`config.mk`:
```
export PLATFORM = sky130hd
export DESIGN_NAME = keyspace_candidate_generator
export DESIGN_NICKNAME = d
export VERILOG_FILES = /design/src/rtl/core/kcg_pkg.sv /design/src/rtl/core/keyspace_candidate_generator.sv /design/src/rtl/core/kcg_ram.sv /design/src/rtl/core/kcg_div.sv
export SDC_FILE = /design/constraint.sdc
export NUM_CORES = 2
export LEC_CHECK = 0
export ABC_AREA = 0
export CAP_MARGIN = 20
export CORE_ASPECT_RATIO = 1.1
export CORE_MARGIN = 2
export CORE_UTILIZATION = 45
export DETAILED_ROUTE_END_ITERATION = 8
export DONT_BUFFER_PORTS = 1
export PLACE_DENSITY = 0.62
export SLEW_MARGIN = 30
export SYNTH_ARGS = -nofsm -noshare
export SYNTH_HDL_FRONTEND = slang
export SYNTH_HIERARCHICAL = 1
export SYNTH_SLANG_ARGS = --single-unit
```
`constraint.sdc`:
```
create_clock -name clk -period 17 [get_ports clk]
set_input_delay 0 -clock clk [delete_from_list [all_inputs] [get_ports clk]]
set_output_delay 0 -clock clk [all_outputs]
set_load 0.02 [all_outputs]
```
`src/rtl/core/kcg_pkg.sv`:
```
// ----------------------------------------------------------------------------
// kcg_pkg: shared types and constants for the keyspace candidate generator
// Request and response payloads, divider handshake structs, sequencer states.
// ----------------------------------------------------------------------------
package kcg_pkg;

  // Table and candidate geometry
  localparam int TABLE_DEPTH = 128;
  localparam int TAB_AW      = $clog2(TABLE_DEPTH);
  localparam int LONGEST     = 8;
  localparam int LEN_W       = 4;
  localparam int SLOT_W      = 3;
  localparam int CH_W        = 8;

  // Index arithmetic
  localparam int IDX_W  = 57;
  localparam int PWR_W  = IDX_W + 1;
  localparam int BASE_W = 8;
  localparam int PROD_W = PWR_W + BASE_W;
  localparam logic [PWR_W-1:0] CAP = {1'b1, {IDX_W{1'b0}}};

  // Shared divider: 64-bit accumulator, 8 quotient bits per cycle
  localparam int DVS_W    = 9;
  localparam int DIV_W    = 64;
  localparam int DIV_STEP = 8;
  localparam int DIV_CYC  = DIV_W / DIV_STEP;
  localparam int DIV_CW   = $clog2(DIV_CYC);

  // Request types
  localparam logic [1:0] REQ_LOAD    = 2'd0;
  localparam logic [1:0] REQ_RESTART = 2'd1;
  localparam logic [1:0] REQ_NEXT    = 2'd2;

  // Response status codes
  localparam logic [1:0] STAT_LOADED    = 2'd0;
  localparam logic [1:0] STAT_PART_RDY  = 2'd1;
  localparam logic [1:0] STAT_CHAR      = 2'd2;
  localparam logic [1:0] STAT_EXHAUSTED = 2'd3;

  // Configuration register indexes
  localparam logic [1:0] CFG_CHARSET = 2'd0;
  localparam logic [1:0] CFG_MAXLEN  = 2'd1;
  localparam logic [1:0] CFG_WIDX    = 2'd2;
  localparam logic [1:0] CFG_WCNT    = 2'd3;

  typedef struct packed {
    logic [1:0]      req_type;
    logic [6:0]      entry_position;
    logic [CH_W-1:0] entry_char;
  } kcg_req_t;

  typedef struct packed {
    logic [1:0]        status;
    logic [CH_W-1:0]   cand_char;
    logic [SLOT_W-1:0] char_slot;
    logic [LEN_W-1:0]  cand_length;
    logic              last_char;
    logic [IDX_W-1:0]  done_count;
    logic [IDX_W-1:0]  keyspace_total;
  } kcg_rsp_t;

  typedef struct packed {
    logic             start;
    logic [IDX_W-1:0] dividend;
    logic [DVS_W-1:0] divisor;
  } div_req_t;

  typedef struct packed {
    logic             done;
    logic [IDX_W-1:0] quotient;
    logic [DVS_W-1:0] remainder;
  } div_rsp_t;

  typedef enum logic [3:0] {
    ST_IDLE,
    ST_KS_MUL,
    ST_KS_ADD,
    ST_KS_SPLIT,
    ST_KS_DIV,
    ST_KS_MULW,
    ST_KS_START,
    ST_KS_FIN,
    ST_PART_OUT,
    ST_LEN_SRCH,
    ST_DIG_GO,
    ST_DIG_WAIT,
    ST_DIG_CAP,
    ST_CHR_OUT
  } kcg_state_t;

endpackage

```
`src/rtl/core/keyspace_candidate_generator.sv`:
```
// ----------------------------------------------------------------------------
// keyspace_candidate_generator: brute-force candidate enumerator
// Sequencer around one shared multiplier and one shared iterative divider.
// ----------------------------------------------------------------------------
// Usage:
//   req channel (req_valid/req_ready/req): load a table entry, restart the
//   partition, or ask for the next candidate. rsp channel (rsp_valid/
//   rsp_ready/rsp): one response per load or restart, one per character for
//   a candidate (last_char on the final one), or one exhausted response.
//   cfg channel (cfg_valid/cfg_ready/cfg_index/cfg_data) writes the four
//   registers; it is always ready. Write it only while no request is open.
// Sequence, one request at a time (L = effective length):
//   load, exhausted next: response register loaded at the acceptance edge.
//   restart: one multiply-add step per length up to L, a split, the divider,
//     placement of the share (KS_MULW, KS_START, KS_FIN), then the response
//     register; a split with no valid worker share goes straight to it.
//   next: length search, then per character a divider start, the divider
//     and a table capture, then the characters out, one per cycle while the
//     receiver takes them, last_char on the final one.
// req_ready is low while a request is in progress and while the response
// register is full and not being taken. A stalled receiver holds the block.
// Reset: synchronous; configuration registers return to defaults, partition state clears.
// The character table is not cleared.
// ----------------------------------------------------------------------------
module keyspace_candidate_generator (
  input  logic              clk,
  input  logic              rst,
  input  logic              req_valid,
  output logic              req_ready,
  input  kcg_pkg::kcg_req_t req,
  output logic              rsp_valid,
  input  logic              rsp_ready,
  output kcg_pkg::kcg_rsp_t rsp,
  input  logic              cfg_valid,
  output logic              cfg_ready,
  input  logic [1:0]        cfg_index,
  input  logic [8:0]        cfg_data
);

  import kcg_pkg::*;

  // Configuration registers
  logic [7:0] symbol_count;
  logic [3:0] length_limit;
  logic [7:0] worker_index;
  logic [8:0] worker_count;

  // Architectural state
  logic [IDX_W-1:0] keyspace_size;
  logic [IDX_W-1:0] share_start;
  logic [IDX_W-1:0] share_end;
  logic [IDX_W-1:0] next_index;

  // Working registers
  kcg_state_t        state;
  kcg_state_t        state_next;
  logic [PWR_W-1:0]  power;
  logic [IDX_W-1:0]  total;
  logic [LEN_W-1:0]  lcnt;
  logic [IDX_W-1:0]  per;
  logic [DVS_W-1:0]  rem_w;
  logic [IDX_W-1:0]  prod_r;
  logic [IDX_W-1:0]  cum;
  logic [LEN_W-1:0]  clen;
  logic [IDX_W-1:0]  offset;
  logic [LEN_W-1:0]  dn;
  logic [SLOT_W-1:0] slot;
  logic [CH_W-1:0]   digits [LONGEST];

  // Combinational helpers
  logic [BASE_W-1:0] base;
  logic [LEN_W-1:0]  eff_len;
  logic              rsp_free;
  logic              rsp_load;
  kcg_rsp_t          rsp_next;
  logic [PWR_W-1:0]  mul_a;
  logic [BASE_W-1:0] mul_b;
  logic [PROD_W-1:0] product;
  logic [PWR_W-1:0]  mul_sat;
  logic [PWR_W-1:0]  tsum;
  logic [IDX_W+1:0]  sum_cum;
  logic              grow;
  logic              share_valid;
  logic              share_empty;
  logic              min_lt;
  logic [DVS_W-1:0]  min_w;
  logic              chr_last;
  logic              pos_ok;
  logic              ram_we;
  logic [CH_W-1:0]   ram_rdata;
  logic              div_start;
  div_req_t          dreq;
  div_rsp_t          drsp;

  // Effective base and length, clamped to table and candidate limits
  assign base    = (9'(symbol_count) > 9'(TABLE_DEPTH)) ? BASE_W'(TABLE_DEPTH) : symbol_count;
  assign eff_len = (5'(length_limit) > 5'(LONGEST)) ? LEN_W'(LONGEST) : length_limit;

  assign rsp_free  = !rsp_valid || rsp_ready;
  assign req_ready = (state == ST_IDLE) && rsp_free;
  assign cfg_ready = 1'b1;

  // Shared saturating multiplier: power*base, or per*worker_index on split
  assign mul_a   = (state == ST_KS_MULW) ? {1'b0, per} : power;
  assign mul_b   = (state == ST_KS_MULW) ? worker_index : base;
  assign product = PROD_W'(mul_a) * PROD_W'(mul_b);
  assign mul_sat = (product > PROD_W'(CAP)) ? CAP : product[PWR_W-1:0];

  // Keyspace accumulation, saturating at all ones
  assign tsum = {1'b0, total} + power;

  // Length search step
  assign sum_cum = {2'b0, cum} + {1'b0, power};
  assign grow    = (sum_cum <= {2'b0, next_index}) && (clen < eff_len);

  // Share checks
  assign share_valid = (worker_count != '0) && ({1'b0, worker_index} < worker_count);
  assign share_empty = (next_index >= share_end) || (base == '0) || (eff_len == '0);
  assign min_lt      = {1'b0, worker_index} < rem_w;
  assign min_w       = min_lt ? {1'b0, worker_index} : rem_w;

  assign chr_last = (LEN_W'(slot) + LEN_W'(1)) == clen;
  assign pos_ok   = 9'(req.entry_position) < 9'(TABLE_DEPTH);

  // Divider request
  assign dreq = '{start:    div_start,
                  dividend: (state == ST_KS_SPLIT) ? total : offset,
                  divisor:  (state == ST_KS_SPLIT) ? worker_count : {1'b0, base}};

  kcg_div u_div (
    .clk  (clk),
    .rst  (rst),
    .dreq (dreq),
    .drsp (drsp)
  );

  // Character table; read address follows the divider remainder
  kcg_ram #(
    .WIDTH (CH_W),
    .DEPTH (TABLE_DEPTH)
  ) u_table (
    .clk   (clk),
    .we    (ram_we),
    .waddr (TAB_AW'(req.entry_position)),
    .wdata (req.entry_char),
    .raddr (drsp.remainder[TAB_AW-1:0]),
    .rdata (ram_rdata)
  );

  // Sequencer state register
  always_ff @(posedge clk) begin
    if (rst) begin
      state <= ST_IDLE;
    end else begin
      state <= state_next;
    end
  end

  // Next state and strobes
  always_comb begin
    state_next              = state;
    rsp_load                = 1'b0;
    ram_we                  = 1'b0;
    div_start               = 1'b0;
    rsp_next                = '0;
    rsp_next.done_count     = next_index - share_start;
    rsp_next.keyspace_total = keyspace_size;
    case (state)
      ST_IDLE: begin
        if (req_valid && rsp_free) begin
          case (req.req_type)
            REQ_LOAD: begin
              ram_we             = pos_ok;
              rsp_load           = 1'b1;
              rsp_next.status    = STAT_LOADED;
              rsp_next.last_char = 1'b1;
            end
            REQ_RESTART: state_next = ST_KS_MUL;
            REQ_NEXT: begin
              if (share_empty) begin
                rsp_load           = 1'b1;
                rsp_next.status    = STAT_EXHAUSTED;
                rsp_next.last_char = 1'b1;
              end else begin
                state_next = ST_LEN_SRCH;
              end
            end
            default: ;
          endcase
        end
      end
      ST_KS_MUL:   state_next = (lcnt == eff_len) ? ST_KS_SPLIT : ST_KS_ADD;
      ST_KS_ADD:   state_next = ST_KS_MUL;
      ST_KS_SPLIT: begin
        if (share_valid) begin
          div_start  = 1'b1;
          state_next = ST_KS_DIV;
        end else begin
          state_next = ST_PART_OUT;
        end
      end
      ST_KS_DIV:   if (drsp.done) state_next = ST_KS_MULW;
      ST_KS_MULW:  state_next = ST_KS_START;
      ST_KS_START: state_next = ST_KS_FIN;
      ST_KS_FIN:   state_next = ST_PART_OUT;
      ST_PART_OUT: begin
        if (rsp_free) begin
          rsp_load           = 1'b1;
          rsp_next.status    = STAT_PART_RDY;
          rsp_next.last_char = 1'b1;
          state_next         = ST_IDLE;
        end
      end
      ST_LEN_SRCH: if (!grow) state_next = ST_DIG_GO;
      ST_DIG_GO: begin
        div_start  = 1'b1;
        state_next = ST_DIG_WAIT;
      end
      ST_DIG_WAIT: if (drsp.done) state_next = ST_DIG_CAP;
      ST_DIG_CAP:  state_next = (dn == '0) ? ST_CHR_OUT : ST_DIG_GO;
      ST_CHR_OUT: begin
        if (rsp_free) begin
          rsp_load             = 1'b1;
          rsp_next.status      = STAT_CHAR;
          rsp_next.cand_char   = digits[slot];
          rsp_next.char_slot   = slot;
          rsp_next.cand_length = clen;
          rsp_next.last_char   = chr_last;
          if (chr_last) begin
            state_next = ST_IDLE;
          end
        end
      end
      default: state_next = ST_IDLE;
    endcase
  end

  // Configuration registers
  always_ff @(posedge clk) begin
    if (rst) begin
      symbol_count <= 8'd62;
      length_limit <= 4'd8;
      worker_index <= 8'd0;
      worker_count <= 9'd1;
    end else if (cfg_valid) begin
      case (cfg_index)
        CFG_CHARSET: symbol_count <= cfg_data[7:0];
        CFG_MAXLEN:  length_limit <= cfg_data[3:0];
        CFG_WIDX:    worker_index <= cfg_data[7:0];
        CFG_WCNT:    worker_count <= cfg_data;
        default: ;
      endcase
    end
  end

  // Partition state and index
  always_ff @(posedge clk) begin
    if (rst) begin
      keyspace_size <= '0;
      share_start   <= '0;
      share_end     <= '0;
      next_index    <= '0;
    end else begin
      case (state)
        ST_KS_SPLIT: begin
          keyspace_size <= total;
          if (!share_valid) begin
            share_start <= '0;
            share_end   <= '0;
            next_index  <= '0;
          end
        end
        ST_KS_START: begin
          share_start <= prod_r + IDX_W'(min_w);
          next_index  <= prod_r + IDX_W'(min_w);
        end
        ST_KS_FIN: share_end <= share_start + per + IDX_W'(min_lt);
        ST_DIG_CAP: begin
          if (dn == '0) begin
            next_index <= next_index + IDX_W'(1);
          end
        end
        default: ;
      endcase
    end
  end

  // Working datapath
  always_ff @(posedge clk) begin
    case (state)
      ST_IDLE: begin
        total <= '0;
        power <= (req.req_type == REQ_RESTART) ? PWR_W'(1) : PWR_W'(base);
        lcnt  <= '0;
        cum   <= '0;
        clen  <= LEN_W'(1);
      end
      ST_KS_MUL: begin
        if (lcnt != eff_len) begin
          power <= mul_sat;
        end
      end
      ST_KS_ADD: begin
        total <= tsum[IDX_W] ? {IDX_W{1'b1}} : tsum[IDX_W-1:0];
        lcnt  <= lcnt + LEN_W'(1);
      end
      ST_KS_DIV: begin
        if (drsp.done) begin
          per   <= drsp.quotient;
          rem_w <= drsp.remainder;
        end
      end
      ST_KS_MULW: prod_r <= mul_sat[IDX_W-1:0];
      ST_LEN_SRCH: begin
        if (grow) begin
          cum   <= sum_cum[IDX_W-1:0];
          clen  <= clen + LEN_W'(1);
          power <= mul_sat;
        end else begin
          offset <= next_index - cum;
          dn     <= clen;
        end
      end
      ST_DIG_WAIT: begin
        if (drsp.done) begin
          offset <= drsp.quotient;
          dn     <= dn - LEN_W'(1);
        end
      end
      ST_DIG_CAP: begin
        digits[dn[SLOT_W-1:0]] <= ram_rdata;
        slot                   <= '0;
      end
      ST_CHR_OUT: begin
        if (rsp_free) begin
          slot <= slot + SLOT_W'(1);
        end
      end
      default: ;
    endcase
  end

  // Response register
  always_ff @(posedge clk) begin
    if (rst) begin
      rsp_valid <= 1'b0;
    end else if (rsp_load) begin
      rsp_valid <= 1'b1;
    end else if (rsp_ready) begin
      rsp_valid <= 1'b0;
    end
  end

  always_ff @(posedge clk) begin
    if (rsp_load) begin
      rsp <= rsp_next;
    end
  end

endmodule

```
`src/rtl/core/kcg_ram.sv`:
```
// ----------------------------------------------------------------------------
// kcg_ram: generic single-write, single-read RAM
// One write port, one read port with registered read data.
// ----------------------------------------------------------------------------
module kcg_ram #(
  parameter int WIDTH = 8,
  parameter int DEPTH = 128
) (
  input  logic                     clk,
  input  logic                     we,
  input  logic [$clog2(DEPTH)-1:0] waddr,
  input  logic [WIDTH-1:0]         wdata,
  input  logic [$clog2(DEPTH)-1:0] raddr,
  output logic [WIDTH-1:0]         rdata
);

  logic [WIDTH-1:0] mem [DEPTH];

  // Write port
  always_ff @(posedge clk) begin
    if (we) begin
      mem[waddr] <= wdata;
    end
  end

  // Registered read port
  always_ff @(posedge clk) begin
    rdata <= mem[raddr];
  end

endmodule

```
`src/rtl/core/kcg_div.sv`:
```
// ----------------------------------------------------------------------------
// kcg_div: shared iterative divider
// Restoring division of a 57-bit dividend by a 9-bit divisor, 8 bits a cycle.
// ----------------------------------------------------------------------------
module kcg_div (
  input  logic               clk,
  input  logic               rst,
  input  kcg_pkg::div_req_t  dreq,
  output kcg_pkg::div_rsp_t  drsp
);

  import kcg_pkg::*;

  logic              busy;
  logic              done;
  logic [DIV_CW-1:0] cnt;
  logic [DIV_W-1:0]  acc;
  logic [DIV_W-1:0]  acc_next;
  logic [DVS_W-1:0]  rem;
  logic [DVS_W-1:0]  rem_next;
  logic [DVS_W-1:0]  dvs;
  logic [DVS_W:0]    trial;

  // Eight compare-subtract steps per cycle; quotient bits shift into acc
  always_comb begin
    acc_next = acc;
    rem_next = rem;
    trial    = '0;
    for (int k = 0; k < DIV_STEP; k++) begin
      trial    = {rem_next, acc_next[DIV_W-1]};
      acc_next = {acc_next[DIV_W-2:0], 1'b0};
      if (trial >= {1'b0, dvs}) begin
        rem_next    = DVS_W'(trial - {1'b0, dvs});
        acc_next[0] = 1'b1;
      end else begin
        rem_next = trial[DVS_W-1:0];
      end
    end
  end

  // Control
  always_ff @(posedge clk) begin
    if (rst) begin
      busy <= 1'b0;
      done <= 1'b0;
      cnt  <= '0;
    end else begin
      done <= 1'b0;
      if (dreq.start) begin
        busy <= 1'b1;
        cnt  <= '0;
      end else if (busy) begin
        cnt <= cnt + DIV_CW'(1);
        if (cnt == DIV_CW'(DIV_CYC - 1)) begin
          busy <= 1'b0;
          done <= 1'b1;
        end
      end
    end
  end

  // Datapath
  always_ff @(posedge clk) begin
    if (dreq.start) begin
      acc <= DIV_W'(dreq.dividend);
      rem <= '0;
      dvs <= dreq.divisor;
    end else if (busy) begin
      acc <= acc_next;
      rem <= rem_next;
    end
  end

  assign drsp = '{done: done, quotient: acc[IDX_W-1:0], remainder: rem};

endmodule

```
# [After elaboration in Yosys (flattened, before gate mapping)]
# Memories as Yosys holds them, arrays and structs flattened. A register that Yosys moved wholly into a read port is not among the register bits.
# Index checks and enable logic that the tools add are counted.
[totals] reg_bits=848 mem_bits_rw=1088 in_bits=33 output_inout_bits=135 wordCells=246 mem_count=2
[op_classes] n_addsub=22 n_mul=1 n_lt_le_gt_ge=16 n_eq_ne=35 mux=91 n_bitwise=1 reduce_logical=42
[mem_list] memory="u_table.mem" depth=128 width=8 rd=1 rd_ports_with_merged_regs=1 wr=1 line_no="kcg_ram.sv:17" text="logic [WIDTH-1:0] mem [DEPTH];"
[mem_list] memory="digits" depth=8 width=8 rd=1 rd_ports_with_merged_regs=1 wr=1 line_no="keyspace_candidate_generator.sv:68" text="logic [CH_W-1:0] digits [LONGEST];"
[op_table] operator="57-bit one-hot mux with 2 select lines" count=5
[op_table] operator="57-bit 2-to-1 mux" count=9
[op_table] operator="58-bit 2-to-1 mux" count=4
[op_table] operator="58-bit one-hot mux with 3 select lines" count=1
[op_table] operator="57-bit one-hot mux with 3 select lines" count=1
[op_table] operator="57-bit subtractor" count=2
[op_table] operator="9-bit 2-to-1 mux" count=9
[op_table] operator="10-bit by 9-bit greater-or-equal comparator with 1-bit output" count=8
[op_table] operator="9-bit subtractor" count=8
[op_table] operator="66-bit by 58-bit greater-than comparator with 1-bit output, second input constant" count=1
[op_table] operator="58-bit by 8-bit multiplier with 66-bit output" count=1
[op_table] operator="57-bit by 58-bit adder with 59-bit output" count=1
[op_table] operator="59-bit by 57-bit <= comparator with 1-bit output" count=1
[op_table] operator="57-bit by 58-bit adder with 58-bit output" count=1
[op_table] operator="57-bit by 1-bit adder with 57-bit output" count=1
[op_table] operator="57-bit by 1-bit adder with 57-bit output, second input constant" count=1
[op_table] operator="57-bit adder" count=1
[op_table] operator="57-bit by 9-bit adder with 57-bit output" count=1
[op_table] operator="57-bit greater-or-equal comparator" count=1
[op_table] operator="4-bit one-hot mux with 14 select lines" count=1
[op_table] operator="4-bit 2-to-1 mux" count=13
[op_table] operator="8-bit 2-to-1 mux" count=4
[op_table] operator="4-bit one-hot mux with 2 select lines" count=4
[op_table] operator="1-bit 2-to-1 mux" count=27
[op_table] operator="43 further kinds" count=102

# [Longest topological paths before layout]
[logic_depth] ltp_word=18 ltp_mapped=88 depth_no_buf=82

# [Hierarchy]
# The synthesis kept the hierarchy.
[modules_own_cells] mod="keyspace_candidate_generator" instances=1 cells_per_inst=7398 area_per_inst_um2=66286.1 seq_area_each_um2=22211.3
[modules_own_cells] mod="kcg_ram" instances=1 cells_per_inst=1635 area_per_inst_um2=39665.5 seq_area_each_um2=30909.6
[modules_own_cells] mod="kcg_div" instances=1 cells_per_inst=812 area_per_inst_um2=8134.1 seq_area_each_um2=2402.3

# [Worst setup path before layout]
# Ideal clock, no wire load.
[synth_timing] path_kind="reg2reg" startpoint="register u_div.dvs[1]" endpoint="register u_div.rem[1]" setup_ps=137 t_arrival_ps=16576 t_required_ps=16863 setup_slack_ps=287 path_stages_with_launch=79 path_buffers=6 synth_period_minus_slack_ps=16713 cell_sequence="edfxtp_1 > inv_1 > fa_1 > a211oi_2 > o21ai_1 > a31o_2 > buf_2 > nand2_1 > o21ai_0 > fa_1 > nand2b_1 > a21oi_1 > o2bb2ai_1 > a21o_1 > nand2_2 > mux2_2 > ha_1 > a211oi_2 > (+43 left out) > o21ai_0 > a21oi_1 > o211a_4 > buf_4 > mux2i_2 > fa_1 > a21o_1 > a21oi_1 > nor2_1 > nor2_1 > nand2_1 > o21ai_0 > nand2b_1 > or3b_4 > mux2i_4 > buf_6 > mux2i_1 > a211oi_1"
[synth_between] elab_chain_len=16 word_cells_on_any_way=24 cone_classes="8 x add/sub; 8 x order compare; 8 x mux"
[synth_lines] item="start: declaration" line_no="kcg_div.sv:21" text="logic [DVS_W-1:0] dvs;"
[synth_lines] item="start signal: assignment" line_no="kcg_div.sv:67" text="dvs <= dreq.divisor;"
[synth_lines] item="9-bit subtractor or 10-bit by 9-bit greater-or-equal comparator with 1-bit output (tied branches)" line_no="kcg_div.sv:33, kcg_div.sv:32"
[synth_lines] item="9-bit 2-to-1 mux" line_no="kcg_div.sv:32" text="if (trial >= {1'b0, dvs}) begin"
[synth_lines] item="9-bit subtractor or 10-bit by 9-bit greater-or-equal comparator with 1-bit output (tied branches)" line_no="kcg_div.sv:33, kcg_div.sv:32"
[synth_lines] item="9-bit 2-to-1 mux" line_no="kcg_div.sv:32"
[synth_lines] item="9-bit subtractor or 10-bit by 9-bit greater-or-equal comparator with 1-bit output (tied branches)" line_no="kcg_div.sv:33, kcg_div.sv:32"
[synth_lines] item="9-bit 2-to-1 mux" line_no="kcg_div.sv:32"
[synth_lines] item="9-bit subtractor or 10-bit by 9-bit greater-or-equal comparator with 1-bit output (tied branches)" line_no="kcg_div.sv:33, kcg_div.sv:32"
[synth_lines] item="9-bit 2-to-1 mux" line_no="kcg_div.sv:32"
[synth_lines] item="9-bit subtractor or 10-bit by 9-bit greater-or-equal comparator with 1-bit output (tied branches)" line_no="kcg_div.sv:33, kcg_div.sv:32"
[synth_lines] item="9-bit 2-to-1 mux" line_no="kcg_div.sv:32"
[synth_lines] item="9-bit subtractor or 10-bit by 9-bit greater-or-equal comparator with 1-bit output (tied branches)" line_no="kcg_div.sv:33, kcg_div.sv:32"
[synth_lines] item="9-bit 2-to-1 mux" line_no="kcg_div.sv:32"
[synth_lines] item="10-bit by 9-bit greater-or-equal comparator with 1-bit output or 9-bit subtractor (tied branches)" line_no="kcg_div.sv:32, kcg_div.sv:33"
[synth_lines] item="9-bit 2-to-1 mux" line_no="kcg_div.sv:32"
[synth_lines] item="9-bit subtractor or 10-bit by 9-bit greater-or-equal comparator with 1-bit output (tied branches)" line_no="kcg_div.sv:33, kcg_div.sv:32"
[synth_lines] item="9-bit 2-to-1 mux *" line_no="kcg_div.sv:32"
[synth_lines] item="end signal: assignment" line_no="kcg_div.sv:70" text="rem <= rem_next;"
[synth_lines] item="end: declaration" line_no="kcg_div.sv:19" text="logic [DVS_W-1:0] rem;"
# Mark *: on every way between the ends. The rest lies on a longest branch, timed or not.
# A chain may end at the register's enable or synchronous reset.

# [Final worst setup path]
[layout_timing] startpoint="register u_div.acc[63]" endpoint="register u_div.rem[7]"
[layout_between] elab_chain_len=16 word_cells_on_any_way=24 cone_classes="8 x add/sub; 8 x order compare; 8 x mux"
[layout_lines] item="start: declaration" line_no="kcg_div.sv:17" text="logic [DIV_W-1:0] acc;"
[layout_lines] item="start signal: assignment" line_no="kcg_div.sv:65" text="acc <= DIV_W'(dreq.dividend);"
[layout_lines] item="start signal: assignment" line_no="kcg_div.sv:69" text="acc <= acc_next;"
[layout_lines] item="9-bit subtractor or 10-bit by 9-bit greater-or-equal comparator with 1-bit output (tied branches)" line_no="kcg_div.sv:33, kcg_div.sv:32"
[layout_lines] item="9-bit 2-to-1 mux *" line_no="kcg_div.sv:32"
[layout_lines] item="9-bit subtractor or 10-bit by 9-bit greater-or-equal comparator with 1-bit output (tied branches)" line_no="kcg_div.sv:33, kcg_div.sv:32"
[layout_lines] item="9-bit 2-to-1 mux *" line_no="kcg_div.sv:32"
[layout_lines] item="9-bit subtractor or 10-bit by 9-bit greater-or-equal comparator with 1-bit output (tied branches)" line_no="kcg_div.sv:33, kcg_div.sv:32"
[layout_lines] item="9-bit 2-to-1 mux *" line_no="kcg_div.sv:32"
[layout_lines] item="9-bit subtractor or 10-bit by 9-bit greater-or-equal comparator with 1-bit output (tied branches)" line_no="kcg_div.sv:33, kcg_div.sv:32"
[layout_lines] item="9-bit 2-to-1 mux *" line_no="kcg_div.sv:32"
[layout_lines] item="9-bit subtractor or 10-bit by 9-bit greater-or-equal comparator with 1-bit output (tied branches)" line_no="kcg_div.sv:33, kcg_div.sv:32"
[layout_lines] item="9-bit 2-to-1 mux *" line_no="kcg_div.sv:32"
[layout_lines] item="9-bit subtractor or 10-bit by 9-bit greater-or-equal comparator with 1-bit output (tied branches)" line_no="kcg_div.sv:33, kcg_div.sv:32"
[layout_lines] item="9-bit 2-to-1 mux *" line_no="kcg_div.sv:32"
[layout_lines] item="9-bit subtractor or 10-bit by 9-bit greater-or-equal comparator with 1-bit output (tied branches)" line_no="kcg_div.sv:33, kcg_div.sv:32"
[layout_lines] item="9-bit 2-to-1 mux *" line_no="kcg_div.sv:32"
[layout_lines] item="9-bit subtractor or 10-bit by 9-bit greater-or-equal comparator with 1-bit output (tied branches)" line_no="kcg_div.sv:33, kcg_div.sv:32"
[layout_lines] item="9-bit 2-to-1 mux *" line_no="kcg_div.sv:32"
# Marks and branches as above.

==> metrics <==
outcome=completed; CTS tree=done; PortBufs=0; Tmin final=15,860 ps; vias in the first global route=80.2k; P&R area growth vs syn=11.0%; crit path from=u_div/acc[63]; setup ws final=1140 ps; FILL cells=22.0k; share of layout cells above drive strength 1=12.3%; Slew Limit Fails=0; global-route wire length before repair=549 mm; WP data required=17,680 ps; crit path DAT=16,540 ps; die width=484 um; Yosys top cell area share=43.5%; DR iter-0 viols=7,895; Final Cell Area=127,000 um^2; row count=193; core box area=252,000 um^2; CP Buf/Inv Count=14; number of flops mapped to enable cells by yosys=1,653; pre-CTS setup slack=74.2 ps; met1 wire length=139 mm; starting utilization of the core area=45.3%; Synth Register Bits=1,947; depth of the most critical reg-to-reg path=77; metal2 WL=178 mm; Syn Area/Cell=11.6 um^2; most used cell, CP=buf_4; max_slew headroom=24.5%; Synth area leaders=edfxtp_1 (44%), mux4_2 (6.9%), ha_1 (6.4%); total gr overflow=0; wire per inst=28.0 um; final hold viol count=0; crit-path max FO=11; post-layout util=50.3%; H-tree levels=4; MaxCap Viol Count=0; R2R Path End=u_div/rem[7]; Max Clk Rate=63.1 MHz; Tightest Hold Check Type=in2reg; critical path depth=77; ys async rst share=0%; Syn Nets=10.8k; Worst R2R Start=u_div/acc[63]; synth unique cells=118; Die ar.=258,000 um^2; Final ANT Viol Nets=0; Synth Flop Type=edfxtp_1; Largest delay share family, worst path=compound AO/OA/AOI/OAI gates; slew of the pin with the lowest slew margin=1130 ps; CTS buffer count=213; period utilization=93.3%; Multi-input gate area=54,200 um^2; Final Wtd Congestion=1.02; detailed-route vias per instance=6.07; Vias=81.4k; Final setup viols=0; Register Area=55,500 um^2; met3 routed WL=27.3 mm; Top Layer Used=met5; Setup TNS=0 ps; post-DP HPWL=277 mm; chip height=532 um; Synthesis Warnings=6; Bufs on Longest Clock Path=4; Cells after Synth=9,845; Worst setup EP type=flop; clk_skew=121 ps; reg2reg setup slack=1140 ps; clock slew at reported path FFs=60 ps; sequential area share after synthesis=48.7%; worst setup path endpoint=u_div/rem[7]; All-Layer GR Usage=28.7%; drt pass-1 iters=6; pin count of the biggest net entering global routing=236; nature of the critical path startpoint=flop; CP peak stage delay=570 ps; initial antenna violation count=21; final WL=376 mm; Residual DRC=0; clk root buf=clkbuf_16; slowest stage cell, crit path=or4_1; Placement Cell Area=118,000 um^2; TritonCTS sink count=1,947; Final nets=10.9k; leading area contributor after synthesis=edfxtp_1; crit path kind=reg2reg; Ports=168; mapped cell area=114,000 um^2; clock latency on the worst-skew pair=930 ps
## cells in the mapped netlist (157+ instances only)
| master | count |
|---|---|
| dfxtp_1 | 294 |
| ha_1 | 587 |
| xor2_1 | 161 |
| xnor2_1 | 243 |
| mux4_2 | 352 |
| nor3_1 | 157 |
| nor2_1 | 1015 |
| a21oi_1 | 693 |
| nand2_1 | 847 |
| fa_1 | 351 |
| inv_1 | 697 |
| edfxtp_1 | 1653 |
| o21ai_0 | 358 |
| a21o_1 | 251 |
| clkbuf_1 | 311 |
## sequential cells by signal, summed over array words and instances (netlist names), 58 cells and up, named ones only
register / flops
rsp: 132
u_div/acc: 64
u_table/mem: 1024
digits: 64
power: 58
## layer usage
layer | global-route usage (%) | vias to the layer above
met5 | 0 | -
met4 | 19.9 | 14
met3 | 4.74 | 918
met2 | 47.3 | 3576
met1 | 34.4 | 40812
li1 | - | 36090
## kinds of logic (layout without fill, tap and decap cells)
| family | after synthesis | in the layout | share of synthesized area, % |
|---|---|---|---|
| AND/OR/NAND/NOR | 2848 | 2848 | 11.4 |
| AO/OA/AOI/OAI | 1967 | 1967 | 11.0 |
| adder cells (fa/ha/maj) | 938 | 938 | 12.6 |
| multiplexers | 573 | 573 | 9.03 |
| flip-flops | 1947 | 1947 | 48.7 |
| other | 2 | 12 | 0.00658 |
| buffers and inverters | 1166 | 1403 | 4.19 |
| XOR/XNOR | 404 | 404 | 3.10 |
## worst min path at each step
stage / to / start / slack (ps) / cells past startpoint
3_3_place_gp: keyspace_size[0] / rst / 100 / 1
6_report: keyspace_size[0] / rst / 40 / 3
5_1_grt: symbol_count[7] / cfg_data[7] / 30 / 3
3_5_place_dp: keyspace_size[0] / rst / 100 / 1
2_1_floorplan: u_div/busy / rst / 70 / 1
4_1_cts: u_table/mem[112][5] / req[12] / 0.8 / 3
## worst reg2reg max path: cells and delay by family, from the launching register on
kind,cells,cell delay (ps)
AO/OA/AOI/OAI,28,4870
AND/OR/NAND/NOR,17,2980
adder cells (fa/ha/maj),9,2810
multiplexers,9,2700
buffers and inverters,14,2010
flip-flops,1,320
## timing repair
item / 4_1_cts / 5_1_grt
setup buffers: 0 / 1
setup endpoints to repair: 0 / 10
hold buffers: 71 / 0
endpoints found under the hold margin: 2230 / 0
resized for setup: 0 / 26
## through the flow
step | hold WS [ps] | instances
CTS | 0.762 | 13391
detailed placement | 97.1 | 12928
finish | 35.5 | 13407
floorplan | 72.4 | 9845
global route | 32.2 | 13403
global placement | 102 | 12927
## area by class of cell
type	instances	area share, %
diodes	10	0.0198
clock buffers	275	4.66
clock inverters	117	1.03
inverters	699	2.08
multi-input cells	6732	42.8
flip-flops and latches	1947	43.9
well taps	3315	3.28
repair buffers	312	2.25
## cell usage in the layout (no fill, tap or decap), types with 24 or more instances in the layout
| master | instances |
|---|---|
| nor2b_1 | 85 |
| nor3_1 | 151 |
| nand2_1 | 841 |
| a211oi_1 | 61 |
| xnor2_1 | 243 |
| nand4_1 | 115 |
| o21bai_1 | 44 |
| edfxtp_1 | 1653 |
| o21ai_0 | 345 |
| nor2_1 | 1010 |
| inv_1 | 697 |
| clkbuf_16 | 220 |
| fa_1 | 350 |
| xor2_1 | 161 |
| dlygate4sd3_1 | 62 |
| and2_1 | 87 |
| mux4_2 | 352 |
| bufinv_16 | 24 |
| o31ai_1 | 31 |
| nor4_1 | 44 |
| dfxtp_1 | 289 |
| clkbuf_1 | 36 |
| or2_2 | 46 |
| a22oi_1 | 46 |
| a21oi_1 | 687 |
| or3_1 | 40 |
| o21a_1 | 68 |
| a21o_1 | 250 |
| nand2b_1 | 78 |
| nand3_1 | 146 |
| a31oi_1 | 51 |
| buf_4 | 227 |
| clkinv_1 | 25 |
| o211ai_1 | 57 |
| ha_1 | 585 |
| mux2_2 | 101 |
| and3_1 | 74 |
| mux2i_1 | 107 |
| clkinv_2 | 38 |
Power is not shown: default switching activity piles up to over one toggle a cycle in this logic, so the estimate is an artifact.
